===== src/sv/spppu_pkg.sv =====
// Package: shared types, constants and the bitplane packing function.
package spppu_pkg;

    localparam int MAX_TILES      = 32768;
    localparam int WORDS_PER_TILE = 32;
    localparam int TILE_BYTES     = 128;
    localparam int Q_DEPTH        = 4;
    localparam int Q_AW           = $clog2(Q_DEPTH);

    typedef enum logic [1:0] {
        USAGE_EMPTY   = 2'd0,
        USAGE_PARTIAL = 2'd1,
        USAGE_SOLID   = 2'd2
    } t_usage;

    typedef struct packed {
        logic [31:0] packed_pixels;
        logic [14:0] tile_number;
        logic [6:0]  slot_offset;
        logic        usage_valid;
        logic [1:0]  tile_usage;
    } t_item;

    typedef struct packed {
        logic full;
        logic empty;
    } t_q_stat;

    // Build four packed bytes from four plane bytes (plane 0 in bits 31..24).
    function automatic logic [31:0] pack_word(input logic [31:0] w);
        logic [7:0]  p0;
        logic [7:0]  p1;
        logic [7:0]  p2;
        logic [7:0]  p3;
        logic [31:0] r;
        p0 = w[31:24];
        p1 = w[23:16];
        p2 = w[15:8];
        p3 = w[7:0];
        r  = '0;
        for (int k = 0; k < 4; k++) begin
            r[8*k+0] = p1[2*k];
            r[8*k+1] = p0[2*k];
            r[8*k+2] = p3[2*k];
            r[8*k+3] = p2[2*k];
            r[8*k+4] = p1[2*k+1];
            r[8*k+5] = p0[2*k+1];
            r[8*k+6] = p3[2*k+1];
            r[8*k+7] = p2[2*k+1];
        end
        return r;
    endfunction

endpackage


===== src/sv/spppu_front.sv =====
// Front end: accept words, pack pixels, track tile position and usage class.
module spppu_front
    import spppu_pkg::*;
(
    input  logic        i_clk,
    input  logic        i_rst_n,
    input  logic        i_push_ok,
    input  logic        i_valid,
    input  logic [31:0] i_plane_word,
    input  logic        i_first_word,
    input  logic        i_last_word,
    output logic        o_push,
    output t_item       o_item
);

    logic [4:0]  r_pos;
    logic [7:0]  r_cnt;
    logic [14:0] r_tile;
    logic [4:0]  n_pos;
    logic [7:0]  n_cnt;
    logic [14:0] n_tile;

    logic [4:0]  pos_b;
    logic [7:0]  cnt_b;
    logic [14:0] tile_b;
    logic [14:0] tile_nx;
    logic [15:0] tile_inc;
    logic [31:0] packed_w;
    logic [2:0]  nz;
    logic [7:0]  cnt_sum;
    logic        closes;
    t_usage      usage;

    assign o_push = i_valid && i_push_ok;

    always_comb begin
        // A first word clears the counters before it is handled.
        pos_b    = i_first_word ? 5'd0  : r_pos;
        cnt_b    = i_first_word ? 8'd0  : r_cnt;
        tile_b   = i_first_word ? 15'd0 : r_tile;
        packed_w = pack_word(i_plane_word);
        nz       = 3'd0;
        for (int k = 0; k < 4; k++) begin
            nz = nz + {2'b00, (packed_w[8*k +: 8] != 8'h00)};
        end
        cnt_sum  = cnt_b + {5'd0, nz};
        closes   = i_last_word || (pos_b == 5'(WORDS_PER_TILE - 1));
        tile_inc = {1'b0, tile_b} + 16'd1;
        tile_nx  = (32'(tile_inc) >= 32'(MAX_TILES)) ? 15'd0 : tile_inc[14:0];

        if (cnt_sum == 8'd0) begin
            usage = USAGE_EMPTY;
        end else if (32'(cnt_sum) >= 32'(TILE_BYTES)) begin
            usage = USAGE_SOLID;
        end else begin
            usage = USAGE_PARTIAL;
        end

        o_item.packed_pixels = packed_w;
        o_item.tile_number   = tile_b;
        // Lower half of the tile lands on odd 4-byte slots, upper half on even.
        o_item.slot_offset   = {pos_b[3:0], ~pos_b[4], 2'b00};
        o_item.usage_valid   = closes;
        o_item.tile_usage    = closes ? usage : USAGE_EMPTY;

        n_pos  = r_pos;
        n_cnt  = r_cnt;
        n_tile = r_tile;
        if (o_push) begin
            if (closes) begin
                n_pos  = 5'd0;
                n_cnt  = 8'd0;
                n_tile = tile_nx;
            end else begin
                n_pos  = pos_b + 5'd1;
                n_cnt  = cnt_sum;
                n_tile = tile_b;
            end
        end
    end

    always_ff @(posedge i_clk) begin
        if (!i_rst_n) begin
            r_pos  <= '0;
            r_cnt  <= '0;
            r_tile <= '0;
        end else begin
            r_pos  <= n_pos;
            r_cnt  <= n_cnt;
            r_tile <= n_tile;
        end
    end

endmodule


===== src/sv/spppu_queue.sv =====
// Short queue between the front and back ends.
module spppu_queue
    import spppu_pkg::*;
(
    input  logic    i_clk,
    input  logic    i_rst_n,
    input  logic    i_push,
    input  t_item   i_item,
    input  logic    i_pop,
    output t_item   o_item,
    output t_q_stat o_stat
);

    t_item             r_mem [Q_DEPTH];
    logic [Q_AW-1:0]   r_wp;
    logic [Q_AW-1:0]   r_rp;
    logic [Q_AW:0]     r_cnt;
    logic [Q_AW-1:0]   n_wp;
    logic [Q_AW-1:0]   n_rp;
    logic [Q_AW:0]     n_cnt;

    assign o_stat.full  = (r_cnt == (Q_AW+1)'(Q_DEPTH));
    assign o_stat.empty = (r_cnt == '0);
    assign o_item       = r_mem[r_rp];

    always_comb begin
        n_wp  = i_push ? r_wp + 1'b1 : r_wp;
        n_rp  = i_pop  ? r_rp + 1'b1 : r_rp;
        n_cnt = r_cnt + (Q_AW+1)'(i_push) - (Q_AW+1)'(i_pop);
    end

    always_ff @(posedge i_clk) begin
        if (i_push) begin
            r_mem[r_wp] <= i_item;
        end
    end

    always_ff @(posedge i_clk) begin
        if (!i_rst_n) begin
            r_wp  <= '0;
            r_rp  <= '0;
            r_cnt <= '0;
        end else begin
            r_wp  <= n_wp;
            r_rp  <= n_rp;
            r_cnt <= n_cnt;
        end
    end

    a_no_overflow: assert property (@(posedge i_clk) disable iff (!i_rst_n)
        o_stat.full |-> !i_push)
        else $error("queue push while full");

    a_no_underflow: assert property (@(posedge i_clk) disable iff (!i_rst_n)
        o_stat.empty |-> !i_pop)
        else $error("queue pop while empty");

    a_count_track: assert property (@(posedge i_clk) disable iff (!i_rst_n)
        (i_push && !i_pop) |=> (r_cnt == $past(r_cnt) + 1'b1))
        else $error("queue count lost a push");

endmodule


===== src/sv/spppu_back.sv =====
// Back end: output register fed from the queue.
module spppu_back
    import spppu_pkg::*;
(
    input  logic    i_clk,
    input  logic    i_rst_n,
    input  t_q_stat i_stat,
    input  t_item   i_item,
    input  logic    i_ready,
    output logic    o_pop,
    output logic    o_valid,
    output t_item   o_item
);

    logic  r_valid;
    t_item r_item;
    logic  n_valid;

    always_comb begin
        o_pop   = !i_stat.empty && (!r_valid || i_ready);
        n_valid = o_pop ? 1'b1 : (r_valid && !i_ready);
    end

    always_ff @(posedge i_clk) begin
        if (!i_rst_n) begin
            r_valid <= 1'b0;
        end else begin
            r_valid <= n_valid;
        end
    end

    always_ff @(posedge i_clk) begin
        if (o_pop) begin
            r_item <= i_item;
        end
    end

    assign o_valid = r_valid;
    assign o_item  = r_item;

endmodule


===== src/sv/sprite_planar_to_packed_usage.sv =====
// Top level: bitplane to packed 4bpp tile converter with per-tile usage class.
//
// Each accepted 32-bit word holds four plane bytes of eight pixels and yields one
// output word of four packed 4-bit pixel bytes, with the tile index, the byte
// offset of the word inside its 128-byte tile, and on the word that closes a tile
// (the 32nd word, or one marked last) the tile usage class: empty, partial or
// solid. A first word restarts tile and position counting. Throughput is one
// word per cycle while the sink takes words. The word is written into the
// queue at the accepting edge and moves into the output register once the
// back end pops it. The front end packs and counts combinationally; a
// four-word queue lets the front keep taking words while the sink stalls, and
// the front stalls only once the queue is full.
module sprite_planar_to_packed_usage
    import spppu_pkg::*;
(
    input  logic        i_clk,
    input  logic        i_rst_n,
    input  logic        i_valid,
    output logic        o_ready,
    input  logic [31:0] i_plane_word,
    input  logic        i_first_word,
    input  logic        i_last_word,
    output logic        o_valid,
    input  logic        i_ready,
    output logic [31:0] o_packed_pixels,
    output logic [14:0] o_tile_number,
    output logic [6:0]  o_slot_offset,
    output logic        o_usage_valid,
    output logic [1:0]  o_tile_usage
);

    t_q_stat q_stat;
    t_item   f_item;
    t_item   q_item;
    t_item   b_item;
    logic    push;
    logic    pop;

    // Accept a word whenever the queue has room.
    assign o_ready = !q_stat.full;

    spppu_front u_front (
        .i_clk        (i_clk),
        .i_rst_n      (i_rst_n),
        .i_push_ok    (!q_stat.full),
        .i_valid      (i_valid),
        .i_plane_word (i_plane_word),
        .i_first_word (i_first_word),
        .i_last_word  (i_last_word),
        .o_push       (push),
        .o_item       (f_item)
    );

    spppu_queue u_queue (
        .i_clk   (i_clk),
        .i_rst_n (i_rst_n),
        .i_push  (push),
        .i_item  (f_item),
        .i_pop   (pop),
        .o_item  (q_item),
        .o_stat  (q_stat)
    );

    // Drain the queue into the output register; hold while the sink stalls.
    spppu_back u_back (
        .i_clk   (i_clk),
        .i_rst_n (i_rst_n),
        .i_stat  (q_stat),
        .i_item  (q_item),
        .i_ready (i_ready),
        .o_pop   (pop),
        .o_valid (o_valid),
        .o_item  (b_item)
    );

    assign o_packed_pixels = b_item.packed_pixels;
    assign o_tile_number   = b_item.tile_number;
    assign o_slot_offset   = b_item.slot_offset;
    assign o_usage_valid   = b_item.usage_valid;
    assign o_tile_usage    = b_item.tile_usage;

endmodule


===== config.mk =====
export PLATFORM = sky130hd
export DESIGN_NAME = sprite_planar_to_packed_usage
export DESIGN_NICKNAME = d
export VERILOG_FILES = /design/src/sv/spppu_pkg.sv /design/src/sv/spppu_front.sv /design/src/sv/spppu_queue.sv /design/src/sv/spppu_back.sv /design/src/sv/sprite_planar_to_packed_usage.sv
export SDC_FILE = /design/constraint.sdc
export NUM_CORES = 1
export LEC_CHECK = 0
export BUFFER_PORTS_ARGS = -buffer_cell sky130_fd_sc_hd__buf_4
export CAP_MARGIN = 10
export CORE_MARGIN = 2
export CORE_UTILIZATION = 55
export CTS_CLUSTER_SIZE = 25
export DETAILED_ROUTE_END_ITERATION = 16
export PLACE_DENSITY_LB_ADDON = 0.25
export SYNTH_ARGS = -nofsm -noshare
export SYNTH_HDL_FRONTEND = slang
export SYNTH_SLANG_ARGS = --single-unit

===== constraint.sdc =====
create_clock -name i_clk -period 12.3 [get_ports i_clk]
set_input_delay 3.69 -clock i_clk [delete_from_list [all_inputs] [get_ports i_clk]]
set_output_delay 3.69 -clock i_clk [all_outputs]
set_load 0.05 [all_outputs]

* After elaboration in Yosys (flattened, before gate mapping)
Memories as Yosys holds them, arrays and structs flattened. A register that Yosys moved wholly into a read port is not among the register bits.
Index checks and enable logic that the tools add are counted.
** Storage, ports and cells
- Output and inout bits :: 59
- Memories :: 1
- Memory bits (writable) :: 220
- Logic and storage cells :: 52
- Flip-flop bits (word level) :: 43
- Bits of input ports :: 38
** Cells by class
- Reduce and logical (&&, ||, !) cells :: 15
- Multiplexer cells :: 13
- Order comparisons :: 2
- Equal/unequal tests :: 2
- Add/subtract/negate cells :: 10
- Bitwise logic cells :: 1
** Memory list
- u_queue.r_mem :: depth 4, width 55, read ports 1, clocked after memory_dff 1, wr ports 1, line spppu_queue.sv:14 : t_item r_mem [Q_DEPTH];
** Operators by type and width (number)
- 15-bit 2-to-1 mux :: 3
- 8-bit nonzero test :: 4
- 15-bit by 1-bit adder with 16-bit output (second input constant) :: 1
- 16-bit >= comparator (second input constant) :: 1
- 8-bit 2-to-1 mux :: 2
- 5-bit 2-to-1 mux :: 2
- 3-bit by 1-bit adder with 3-bit output :: 3
- 8-bit by 3-bit adder with 8-bit output :: 1
- 8-bit >= comparator (second input constant) :: 1
- 8-bit zero test :: 1
- 2-bit 2-to-1 mux :: 3
- 5-bit by 1-bit adder with 5-bit output (second input constant) :: 1
- 5-bit == test (second input constant) :: 1
- 2-bit by 1-bit adder with 2-bit output (second input constant) :: 2
- 1-bit zero test :: 4
- 3-bit == test (second input constant) :: 1
- 1-bit logical AND :: 3
- 3-bit zero test :: 1
- 1-bit 2-to-1 mux :: 3
- 3-bit by 1-bit subtractor with 3-bit output :: 1
- 1-bit by 1-bit adder with 2-bit output :: 1
- 1-bit logical OR :: 2
- 1-bit inverter :: 1

* Logic depth before layout (Yosys ltp)
Gate-level depths: netlist of run 1.
- Depth in word-level cells :: 9
- Gate-level depth with buffers :: 14
- Depth with buffers taken out :: 14

* Cells and area by module
From an unflattened synthesis of run 1, not the netlist that was laid out.
** Second synthesis, totals
- Cells, all modules :: 694
- Area, all modules :: 12644.6 µm²
** By module, submodules not included
- spppu_queue :: cells each 340, times used 1, area each 8660.8 µm², sequential area each 7026.7 µm²
- spppu_front :: cells each 292, times used 1, area each 2224.6 µm², sequential area each 560.5 µm²
- spppu_back :: cells each 61, times used 1, area each 1755.4 µm², sequential area each 1731.7 µm²
- sprite_planar_to_packed_usage :: cells each 1, times used 1, area each 3.8 µm², sequential area each 0.0 µm²

* Worst setup path before layout of run 1
No wires, ideal clock.
- Kind :: input-to-reg
- From :: in i_ready
- To :: reg u_queue.r_cnt[2]
- Data arrival time :: 8.147 ns
- Stages on the path :: 10
- Path slack :: 4.038 ns
- Library setup time :: 0.115 ns
- Path buffers :: 0
- Required time :: 12.185 ns
- Cell sequence :: inv_1 a21oi_1 ha_1 inv_1 ha_1 inv_1 fa_1 xnor2_1 xnor2_1 and2_1
** On the way
- Cells in the longest elaborated chain, start to end :: 3
** RTL lines
- start: declaration :: line sprite_planar_to_packed_usage.sv:24 : input logic i_ready,
- 1-bit logical OR :: line spppu_back.sv:20 : o_pop = !i_stat.empty && (!r_valid || i_ready);
- 1-bit logical AND :: line spppu_back.sv:20
- named net pop :: line sprite_planar_to_packed_usage.sv:37 : logic pop;
- 3-bit by 1-bit subtractor with 3-bit output :: line spppu_queue.sv:29 : n_cnt = r_cnt + (Q_AW+1)'(i_push) - (Q_AW+1)'(i_pop);
- end signal: assignment :: line spppu_queue.sv:46 : r_cnt <= n_cnt;
- end: declaration :: line spppu_queue.sv:17 : logic [Q_AW:0] r_cnt;
The timed path passes the listed nets, and every way through them passes these cells.
A chain may end at the register's enable or synchronous reset.

==> results of run 1 <==
## cell families (layout without fill, tap and decap cells)
| logic type | Yosys count | in the layout |
|---|---|---|
| AOI/OAI and AO/OA | 59 | 59 |
| muxes | 59 | 59 |
| adders and majority gates | 17 | 17 |
| xor gates and xnor gates | 14 | 14 |
| and+or+nand+nor | 146 | 146 |
| buffers and inverters | 48 | 175 |
| other | 1 | 2 |
| DFF | 311 | 311 |
## critical path, stage by stage
cell      delay, ns
buf_4          0.13
nor4_1         0.33
nand2_1        0.16
ha_1           0.30
inv_1          0.05
fa_1           0.39
inv_1          0.08
ha_1           0.24
ha_1           0.30
a211oi_1       0.42
nor3_1         0.12
xnor2_1        0.23
nor2_1         0.07
o311a_1        0.42
## worst max path at each step
stage,endpoint,slack (ns),cells after the start
6_report,u_queue.r_mem[0][0]$_DFFE_PP_,5.65,14
3_5_place_dp,u_queue.r_mem[2][0]$_DFFE_PP_,5.14,14
4_1_cts,u_queue.r_mem[0][0]$_DFFE_PP_,5.69,14
3_3_place_gp,u_queue.r_mem[0][0]$_DFFE_PP_,5.21,14
5_1_grt,u_queue.r_mem[0][0]$_DFFE_PP_,5.37,14
2_1_floorplan,u_queue.r_cnt[2]$_SDFF_PN0_,4.04,10
## through the flow
stage | instances | hold WS, ns | total power [mW] | instance area, µm²
finish | 1063 | 0.468 | 3.44 | 14200
global route | 1063 | 0.511 | 3.57 | 14200
CTS | 1063 | 0.469 | 3.48 | 14200
detailed placement | 1006 | 0.460 | 2.45 | 13000
global placement | 1006 | 0.451 | 2.43 | 13000
floorplan | 656 | 0.436 | 2.17 | 12100
## routing by layer
metal / GRT usage, % / vias to the layer above / wire length (µm)
li1: - / 2794 / -
met1: 26.1 / 3105 / 9220
met2: 32.3 / 176 / 11200
met3: 2.85 / 34 / 1110
met4: 5.43 / 0 / 435
met5: 0 / - / 0
## synthesized netlist by cell type, types with 4 or more instances
cell      instances  area (µm²)
o21ai_0          17        85.1
xnor2_1           8        70.1
a21oi_1           8        40.0
clkbuf_1         13        48.8
nor4_1            5        31.3
buf_2            10        50.1
edfxtp_1        275        8260
inv_1            17        63.8
nor2b_1          30         188
a21boi_0         11        82.6
a22oi_1           4        30.0
ha_1             14         175
mux4_2           55        1240
xor2_1            6        52.6
nand3_1          17        85.1
nand2_1          25        93.8
dfxtp_1          36         721
and3_1            8        50.1
and2_1            7        43.8
nand4_1           5        31.3
nor3_1           11        55.1
nor2_1           17        63.8
or4_1             5        37.5
## sequential cells by signal, indices dropped and copies added (netlist names)
signal / cells
u_queue.r_mem: 220
u_back.o_item: 55
u_front.r_tile: 15
u_front.r_cnt: 8
u_front.r_pos: 5
u_queue.r_cnt: 3
u_queue.r_rp: 2
u_queue.r_wp: 2
u_back.o_valid: 1
## cell type report
class	count	area, µm²	area share [%]
Sequential cell	311	8980	63.4
Multi-Input combinational cell	297	2890	20.4
Clock buffer	33	783	5.53
Timing Repair Buffer	101	758	5.35
Tap cell	280	350	2.47
Clock inverter	24	343	2.42
Inverter	17	63.8	0.450
## report_power, final
group / internal, mW / leakage (nW) / total, mW / switching [mW]
registers: 1.40 / 2.86 / 1.48 / 0.0728
logic: 0.312 / 1.48 / 0.938 / 0.627
clock network: 0.647 / 0.559 / 1.02 / 0.376
## cell usage in the layout, fill, tap and decap left out, types with 3 or more instances in the layout
| cell | netlist | layout |
|---|---|---|
| nand4_1 | 5 | 5 |
| nor3_1 | 11 | 11 |
| ha_1 | 14 | 14 |
| nand2b_1 | 3 | 3 |
| clkbuf_16 | 0 | 31 |
| or4_1 | 5 | 5 |
| a32oi_1 | 3 | 3 |
| edfxtp_1 | 275 | 275 |
| nor2b_1 | 30 | 30 |
| clkinv_2 | 0 | 9 |
| a21oi_1 | 8 | 7 |
| buf_4 | 3 | 101 |
| nand3_1 | 17 | 17 |
| bufinv_16 | 0 | 9 |
| a21o_1 | 3 | 3 |
| xnor2_1 | 8 | 8 |
| inv_1 | 17 | 17 |
| fa_1 | 3 | 3 |
| and3_1 | 8 | 4 |
| dfxtp_1 | 36 | 34 |
| mux4_2 | 55 | 55 |
| nand2_1 | 25 | 25 |
| and2b_1 | 3 | 3 |
| o21ai_0 | 17 | 17 |
| xor2_1 | 6 | 6 |
| clkinv_1 | 0 | 5 |
| and3_2 | 0 | 4 |
| a21boi_0 | 11 | 11 |
| and2_1 | 7 | 7 |
| nor2_1 | 17 | 17 |
| o2111ai_1 | 3 | 3 |
| a22oi_1 | 4 | 4 |
| mux2i_1 | 3 | 3 |
| nor4_1 | 5 | 5 |
==> results by group, run 1 <==
Worst setup path
  • CP max FO: 5
  • Reg-to-Reg End: u_front.r_pos[3]$_SDFFE_PN0P_
  • Crit path DAT: 6.91 ns
  • R2R cell count: 10
  • CP Launch Point: i_plane_word[24]
  • Critical Path Source Type: input pin
  • R2R setup slack: 9.22 ns
  • Critical path type: input pin to flip-flop
  • Reg2reg start: u_front.r_pos[0]$_SDFFE_PN0P_
  • Crit end category: flip-flop
  • Worst EP required: 12.56 ns

Logic synthesis
  • Synth Area in Simple Gates: 6.89%
  • Mapped Area: 12100 µm²
  • Ys Warns: 0
  • Xor and xnor area share after synthesis: 1.02%
  • Post-synth EDFFs: 275
  • Syn avg cell area: 18.4 µm²
  • Combinational family with the most area after synthesis: multiplexers
  • Seq/Total Area, Yosys: 74.4%
  • Seq cells post-synth: 311
  • Mux share of post-synthesis cell area: 10.6%
  • Library cells used by synthesis: 54
  • Synth Area in Compound Gates: 3.28%
  • Fraction of registers with async set/reset: 0%
  • Top_reg_cell synth: edfxtp_1
  • Post-synthesis cell count: 655
  • Post-Synth Adder-Cell Area: 1.95%

Final layout
  • Share of cells above drive strength 1: 27.8%
  • Filler cell count: 1462
  • Final core utilization: 65.3%
  • Area delta synth->final: 17.4%
  • N_diodes: 0
  • Layout net count: 814

STA
  • Pins Over Slew Limit: 0
  • Setup TNS Final: 0 ns
  • Setup ws final: 5.65 ns
  • Fin crit period: 6.65 ns
  • RSZ-0062 raised after global routing: no
  • Worst Tran Pin Value: 1.05 ns
  • Max-Slew Margin vs Limit: 29.9%
  • Final Setup Violations: 0
  • Fmax: 150 MHz
  • Final period util: 54.1%
  • Worst Skew: 0.0190 ns
  • Hold Fails Final Rpt: 0

Worst hold path
  • Worst hold path class: flip-flop to flip-flop
  • Hold EP: u_front.r_cnt[0]$_SDFFE_PN0P_
  • HP Start: u_front.r_cnt[0]$_SDFFE_PN0P_
  • Hold path depth: 2

Floorplan
  • Die width: 152 µm
  • Initial core utilization: 55.6%
  • IO Count: 97
  • Die H: 152 µm
  • # rows: 54
  • Die area: 23100 µm²
  • Core area: 21700 µm²

Clock tree
  • Root Buffer: clkbuf_16
  • Setup repair bufs after CTS: 0
  • CTS max path bufs: 3
  • Total number of H-tree levels: 1
  • Clock Sinks: 311
  • Clock slew at reported path FFs: 0.06 ns
  • CTS resizes: 0
  • CTS tree: yes
  • Worst-Skew Late Latency: 0.55 ns
  • Hold_buf cts: 0
  • Cts bufs inserted: 31

Placement
  • Pre-CTS setup slack: 5.14 ns
  • GP Congestion: 0.825
  • Dpl hpwl: 12.5 mm
  • PortBufs: 94

GRT
  • First-pass GRT wire length: 34.9 mm
  • Largest net degree at the start of global routing: 59
  • Vias in the first global route: 6472
  • Overall global routing resource usage: 19.0%
  • Congestion Overflow GR: 0
  • Initial antenna violation count: 0

Pwr
  • VDD IR max: 255 µV
  • Pwr per Cell Area: 243 nW/µm²
  • Leakage: 4.90 nW

Route
  • DR DRC count: 0
  • Vias per inst: 5.75
  • First DRT Iteration DRCs: 472
  • 1st-pass router iterations: 5
  • Final WL: 21.9 mm
  • ANT nets after route: 0
  • Vias post-DR: 6109
  • DR WL/cell: 20.6 µm

Run
  • Max_cap viols: 0

Run status
  • Status: finished, final reports clean
(Power assumes the default switching activity.)
==> run 2, diff against run 1 <==
--- a/config.mk
+++ b/config.mk
@@ -5,10 +5,11 @@
 export SDC_FILE = /design/constraint.sdc
 export NUM_CORES = 1
 export LEC_CHECK = 0
+export ABC_AREA = 1
 export BUFFER_PORTS_ARGS = -buffer_cell sky130_fd_sc_hd__buf_4
 export CAP_MARGIN = 10
 export CORE_MARGIN = 2
-export CORE_UTILIZATION = 55
+export CORE_UTILIZATION = 54
 export CTS_CLUSTER_SIZE = 25
 export DETAILED_ROUTE_END_ITERATION = 16
 export PLACE_DENSITY_LB_ADDON = 0.25
==> constraint.sdc (replaced) <==
create_clock -name i_clk -period 5.6 [get_ports i_clk]
set_input_delay 1.68 -clock i_clk [delete_from_list [all_inputs] [get_ports i_clk]]
set_output_delay 1.68 -clock i_clk [all_outputs]
set_load 0.05 [all_outputs]
==> results by group, run 2 <==
Route
  • DR WL/cell: 17.5 µm
  • 1st-pass router iterations: 5
  • ANT nets after route: 0
  • Vias post-DR: 7606
  • Final WL: 24.0 mm
  • DR DRC count: 0
  • First DRT Iteration DRCs: 624
  • Vias per inst: 5.56

STA
  • Worst Tran Pin Value: 0.896 ns
  • RSZ-0062 raised after global routing: no
  • Fmax: 226 MHz
  • Setup ws final: 1.17 ns
  • Final Setup Violations: 0
  • Worst Skew: 0.00749 ns
  • Final period util: 79.2%
  • Final hold slack: 0.465 ns
  • Hold Fails Final Rpt: 0
  • Max-Slew Margin vs Limit: 40.3%
  • Pins Over Slew Limit: 0
  • Setup TNS Final: 0 ns
  • Fin crit period: 4.43 ns

Final layout
  • Filler cell count: 1669
  • Layout net count: 1114
  • Most common cell after layout, fill and taps aside: edfxtp_1
  • N_diodes: 0
  • Area delta synth->final: 15.5%
  • Share of cells above drive strength 1: 17.9%
  • Non-Filler Instances: 1367
  • Largest Register: u_queue.r_mem
  • Commonest non-fill, non-tap cells in the layout: edfxtp_1, nor2_1, o21ai_0
  • Largest register FFs: 220

Pwr
  • Power Total: 7.47 mW
  • VDD IR max: 385 µV
  • Leakage: 4.99 nW
  • Pwr per Cell Area: 524 nW/µm²

Floorplan
  • IO Count: 97
  • Die area: 24100 µm²
  • Die H: 155 µm
  • Initial core utilization: 54.8%
  • Core area: 22500 µm²
  • Die width: 155 µm
  • # rows: 55

Run status
  • Status: finished, final reports clean

Logic synthesis
  • Fraction of registers with async set/reset: 0%
  • Post-synth EDFFs: 275
  • Seq cells post-synth: 311
  • Syn avg cell area: 12.7 µm²
  • Top cells by count, synth: edfxtp_1, nor2_1, o21ai_0
  • Top_reg_cell synth: edfxtp_1
  • Leading area contributor after synthesis: edfxtp_1
  • Mapped Area: 12300 µm²
  • Dominant cells by area after synthesis: edfxtp_1, dfxtp_1, o21ai_0
  • Post-synthesis cell count: 973
  • Library cells used by synthesis: 40
  • Most common cell in the netlist: edfxtp_1
  • Synth top area share: 66.9%
  • Ys Warns: 0
  • Seq/Total Area, Yosys: 72.8%

Worst setup path
  • Crit end category: flip-flop
  • Critical Path Source Type: input pin
  • CP max-delay cell: fa_1
  • Reg2reg start: u_front.r_pos[0]$_SDFFE_PN0P_
  • Cell breakdown of the critical path: buf_4, nor4_1, nand2_1, ha_1, inv_1, fa_1, inv_1, ha_1, inv_1, fa_1, inv_1, or2_2, nor2_1, nand3_1, nor2_1, nand3b_1, nand2_1, nor2_1
  • CP bufs+invs: 5
  • Family with the most delay on the worst path: adder cells
  • Reg-to-Reg End: u_front.r_pos[2]$_SDFFE_PN0P_
  • CP max FO: 5
  • Worst EP required: 5.87 ns
  • Slowest stage delay, CP: 0.48 ns
  • Crit path DAT: 4.70 ns
  • Critical path type: input pin to flip-flop
  • Top cell by count, worst path: inv_1
  • R2R setup slack: 3.13 ns
  • R2R cell count: 11

GRT
  • Largest net degree at the start of global routing: 89
  • First-pass GRT wire length: 37.4 mm
  • Initial antenna violation count: 0
  • Congestion Overflow GR: 0
  • Vias in the first global route: 7243
  • Overall global routing resource usage: 19.8%

Worst hold path
  • Hold EP: u_front.r_cnt[7]$_SDFFE_PN0P_
  • Hold path depth: 2
  • HP Start: u_front.r_cnt[7]$_SDFFE_PN0P_
  • Worst hold path class: flip-flop to flip-flop

Placement
  • GP Congestion: 0.867
  • PortBufs: 94
  • Pre-CTS setup slack: 0.664 ns
  • Number of instances in the placed design: 1312
  • Dpl hpwl: 13.1 mm

Clock tree
  • CTS tree: yes
  • CTS resizes: 0
  • Total number of H-tree levels: 1
  • Root Buffer: clkbuf_16
  • CTS max path bufs: 3
  • Hold_buf cts: 0
  • Clock slew at reported path FFs: 0.06 ns
  • Cts bufs inserted: 30
  • Setup repair bufs after CTS: 0
  • Worst-Skew Late Latency: 0.54 ns
  • Clock Sinks: 311

Run
  • Max_cap viols: 0
## run 2: final cells by class
cell class	count	area, µm²	area share [%]
Clock inverter	12	114	0.799
Multi-Input combinational cell	552	2910	20.4
Timing Repair Buffer	104	806	5.66
Inverter	60	225	1.58
Sequential cell	311	8980	63.1
Tap cell	285	357	2.50
Clock buffer	43	851	5.97
## run 2: cells by family after synthesis
| logic type | after synthesis | synth area share, % |
|---|---|---|
| fa+ha+maj | 17 | 1.91 |
| buf+inv | 111 | 3.96 |
| compound gates | 215 | 9.45 |
| flops | 311 | 72.8 |
| simple gates | 309 | 11.2 |
| other cells | 1 | 0.0304 |
| xor+xnor | 9 | 0.639 |
## run 2: per-stage QoR
step / utilization (%) / cell area, µm²
final: 63.3 / 14200
after CTS: 63.3 / 14200
after detailed placement: 59.0 / 13300
after floorplan: - / 12300
after global placement: 59.0 / 13300
after global routing: 63.3 / 14200
## run 2: power breakdown
part           switching (mW)  total (mW)  internal (mW)
sequential              0.148        3.25           3.10
combinational            1.70        2.28          0.578
clock                   0.797        1.94           1.14
## run 2: layer usage
| layer | routed length, µm | vias to the layer above | part of all wire, % | GRT usage [%] |
|---|---|---|---|---|
| li1 | - | 3649 | - | - |
| met1 | 10300 | 3673 | 43 | 26.6 |
| met2 | 11800 | 250 | 49 | 33.7 |
| met3 | 1460 | 34 | 6.1 | 2.90 |
| met4 | 433 | 0 | 1.8 | 5.78 |
| met5 | 0 | - | 0 | 0 |
## run 2: worst max-delay path by stage
stage                      from                            end  slack, ns  cells after the start
3_3_place_gp   i_plane_word[25]  u_queue.r_mem[1][0]$_DFFE_PP_       0.69                     18
3_5_place_dp   i_plane_word[24]  u_queue.r_mem[1][0]$_DFFE_PP_       0.66                     18
6_report       i_plane_word[24]  u_queue.r_mem[2][0]$_DFFE_PP_       1.17                     18
4_1_cts        i_plane_word[24]  u_queue.r_mem[0][0]$_DFFE_PP_       1.19                     18
5_1_grt        i_plane_word[25]  u_queue.r_mem[1][0]$_DFFE_PP_       0.97                     21
2_1_floorplan           i_ready    u_queue.r_cnt[2]$_SDFF_PN0_       0.04                      9
## run 2: worst min-delay path, cell delays in order, from the launching register on
cell and delay [ns]:
dfxtp_1 0.31, nand2_1 0.06, a21oi_1 0.05
==> run 3, diff against run 2 <==
==> constraint.sdc (replaced) <==
create_clock -name i_clk -period 3.95 [get_ports i_clk]
set_input_delay 1.185 -clock i_clk [delete_from_list [all_inputs] [get_ports i_clk]]
set_output_delay 1.185 -clock i_clk [all_outputs]
set_load 0.05 [all_outputs]
==> results by group, run 3 (same netlist as run 2, synthesis figures left out) <==
Floorplan
  • Core area: 22500 µm²
  • Die width: 155 µm
  • Initial core utilization: 54.8%
  • Die area: 24100 µm²
  • Die H: 155 µm
  • # rows: 55
  • IO Count: 97

STA
  • Pins Over Slew Limit: 0
  • Fin crit period: 3.83 ns
  • Fmax: 261 MHz
  • Final Setup Violations: 0
  • RSZ-0062 raised after global routing: no
  • Worst Tran Pin Value: 1.16 ns
  • Worst Skew: 0.00749 ns
  • Setup TNS Final: 0 ns
  • Final period util: 97.1%
  • Max-Slew Margin vs Limit: 22.9%
  • Setup ws final: 0.115 ns
  • Final hold slack: 0.465 ns
  • Hold Fails Final Rpt: 0

Route
  • DR WL/cell: 17.7 µm
  • First DRT Iteration DRCs: 632
  • Vias post-DR: 7691
  • 1st-pass router iterations: 5
  • Vias per inst: 5.50
  • Final WL: 24.7 mm
  • ANT nets after route: 0
  • DR DRC count: 0

GRT
  • Initial antenna violation count: 0
  • Overall global routing resource usage: 20.6%
  • Congestion Overflow GR: 0
  • Largest net degree at the start of global routing: 113
  • Vias in the first global route: 7544
  • First-pass GRT wire length: 38.9 mm

Worst setup path
  • CP Launch Point: i_plane_word[1]
  • Reg-to-Reg End: u_queue.r_cnt[1]$_SDFF_PN0_
  • CP max-delay cell: fa_1
  • Critical path type: input pin to flip-flop
  • Slowest stage delay, CP: 0.48 ns
  • CP bufs+invs: 5
  • CP max FO: 4
  • Worst EP required: 4.23 ns
  • R2R cell count: 8
  • Crit. path cell count: 18
  • Family with the most delay on the worst path: adder cells
  • Top cell by count, worst path: inv_1
  • Crit end category: flip-flop
  • R2R setup slack: 1.60 ns
  • Critical Path End: u_queue.r_mem[1][0]$_DFFE_PP_
  • Cell breakdown of the critical path: buf_4, nor4_4, nand2_1, ha_1, inv_1, fa_1, inv_1, ha_2, inv_1, fa_1, inv_1, or2_2, nor2_2, nand3_1, nor2_1, nand3b_1, nand2_1, nor2_2
  • Reg2reg start: u_queue.r_cnt[1]$_SDFF_PN0_
  • Crit path DAT: 4.12 ns
  • Critical Path Source Type: input pin

Final layout
  • Commonest non-fill, non-tap cells in the layout: edfxtp_1, nor2_1, buf_4
  • Non-Filler Instances: 1398
  • Share of cells above drive strength 1: 21.1%
  • N_diodes: 0
  • Final core utilization: 64.7%
  • Largest Register: u_queue.r_mem
  • Filler cell count: 1653
  • Area delta synth->final: 18.1%
  • Layout net count: 1146
  • Most common cell after layout, fill and taps aside: edfxtp_1
  • Largest register FFs: 220

Clock tree
  • Total number of H-tree levels: 1
  • Clock Sinks: 311
  • CTS max path bufs: 3
  • Worst-Skew Late Latency: 0.54 ns
  • Hold_buf cts: 0
  • CTS resizes: 0
  • CTS tree: yes
  • Setup repair bufs after CTS: 0
  • Clock slew at reported path FFs: 0.06 ns
  • Root Buffer: clkbuf_16
  • Cts bufs inserted: 29

Pwr
  • Leakage: 5.15 nW
  • Switch Pwr: 3.81 mW
  • Logic pwr share: 31.0%
  • Pwr per Cell Area: 737 nW/µm²
  • Flop pwr share: 42.4%
  • Sw frac: 35.5%
  • Clk pwr share: 26.5%
  • P_int: 6.92 mW
  • VDD IR max: 587 µV

Run status
  • Status: finished, final reports clean

Worst hold path
  • Worst hold path class: flip-flop to flip-flop

Placement
  • Number of instances in the placed design: 1345
  • PortBufs: 94
  • GP Congestion: 0.860
  • Dpl hpwl: 13.9 mm
  • Pre-CTS setup slack: -0.554 ns

Run
  • Max_cap viols: 0
==> run 3: cell types whose count changed in the layout (fill, tap and decap cells not counted), sizes merged <==
| cell | change |
|---|---|
| clkinvlp | +2 |
| buf | +33 |
| inv | +1 |
| clkbuf | -6 |
| clkinv | -1 |
| bufinv | +2 |
==> run 3: worst min path at each step <==
stage | startpoint | endpoint | cells past startpoint
floorplan | u_front.r_cnt[0]$_SDFFE_PN0P_ | u_front.r_cnt[0]$_SDFFE_PN0P_ | 2
global placement | u_front.r_cnt[6]$_SDFFE_PN0P_ | u_front.r_cnt[6]$_SDFFE_PN0P_ | 2
detailed placement | u_front.r_pos[4]$_SDFFE_PN0P_ | u_front.r_pos[4]$_SDFFE_PN0P_ | 2
CTS | u_front.r_pos[4]$_SDFFE_PN0P_ | u_front.r_pos[4]$_SDFFE_PN0P_ | 2
global route | u_front.r_cnt[3]$_SDFFE_PN0P_ | u_front.r_cnt[3]$_SDFFE_PN0P_ | 2
finish | u_front.r_cnt[3]$_SDFFE_PN0P_ | u_front.r_cnt[3]$_SDFFE_PN0P_ | 2
==> run 3: cell type report <==
class / instances / area (µm²) / share of cell area (%)
Multi-Input combinational cell: 552 / 2950 / 20.3
Tap cell: 285 / 357 / 2.45
Clock buffer: 37 / 796 / 5.46
Timing Repair Buffer: 137 / 1050 / 7.23
Inverter: 60 / 225 / 1.55
Sequential cell: 311 / 8980 / 61.7
Clock inverter: 16 / 198 / 1.36
==> run 3: metrics by stage <==
stage          instance area, µm²  total power, mW
2_1_floorplan               12400             6.92
3_3_place_gp                13500             7.92
3_5_place_dp                13500             7.97
4_1_cts                     14500             10.8
5_1_grt                     14600             11.2
6_report                    14600             10.7
==> run 3: metal layers <==
layer,global-route usage (%),share of wire [%],wire length (µm)
met1,27.3,42,10400
met2,35.7,50,12300
met3,2.76,6.3,1550
met4,6.75,2.0,498
met5,0,0,0
==> run 3: power groups by stage <==
stage | clock [mW] | sequential (mW) | combinational [mW]
6_report | 2.85 | 4.56 | 3.33
3_3_place_gp | 0 | 4.62 | 3.30
3_5_place_dp | 0 | 4.63 | 3.35
2_1_floorplan | 0 | 5.70 | 1.22
5_1_grt | 3.01 | 4.61 | 3.57
4_1_cts | 2.89 | 4.56 | 3.35
==> run 3: worst min-delay path: stages (launching register included) <==
cell,delay [ns]
dfxtp_1,0.31
nand2_1,0.06
a21oi_1,0.05
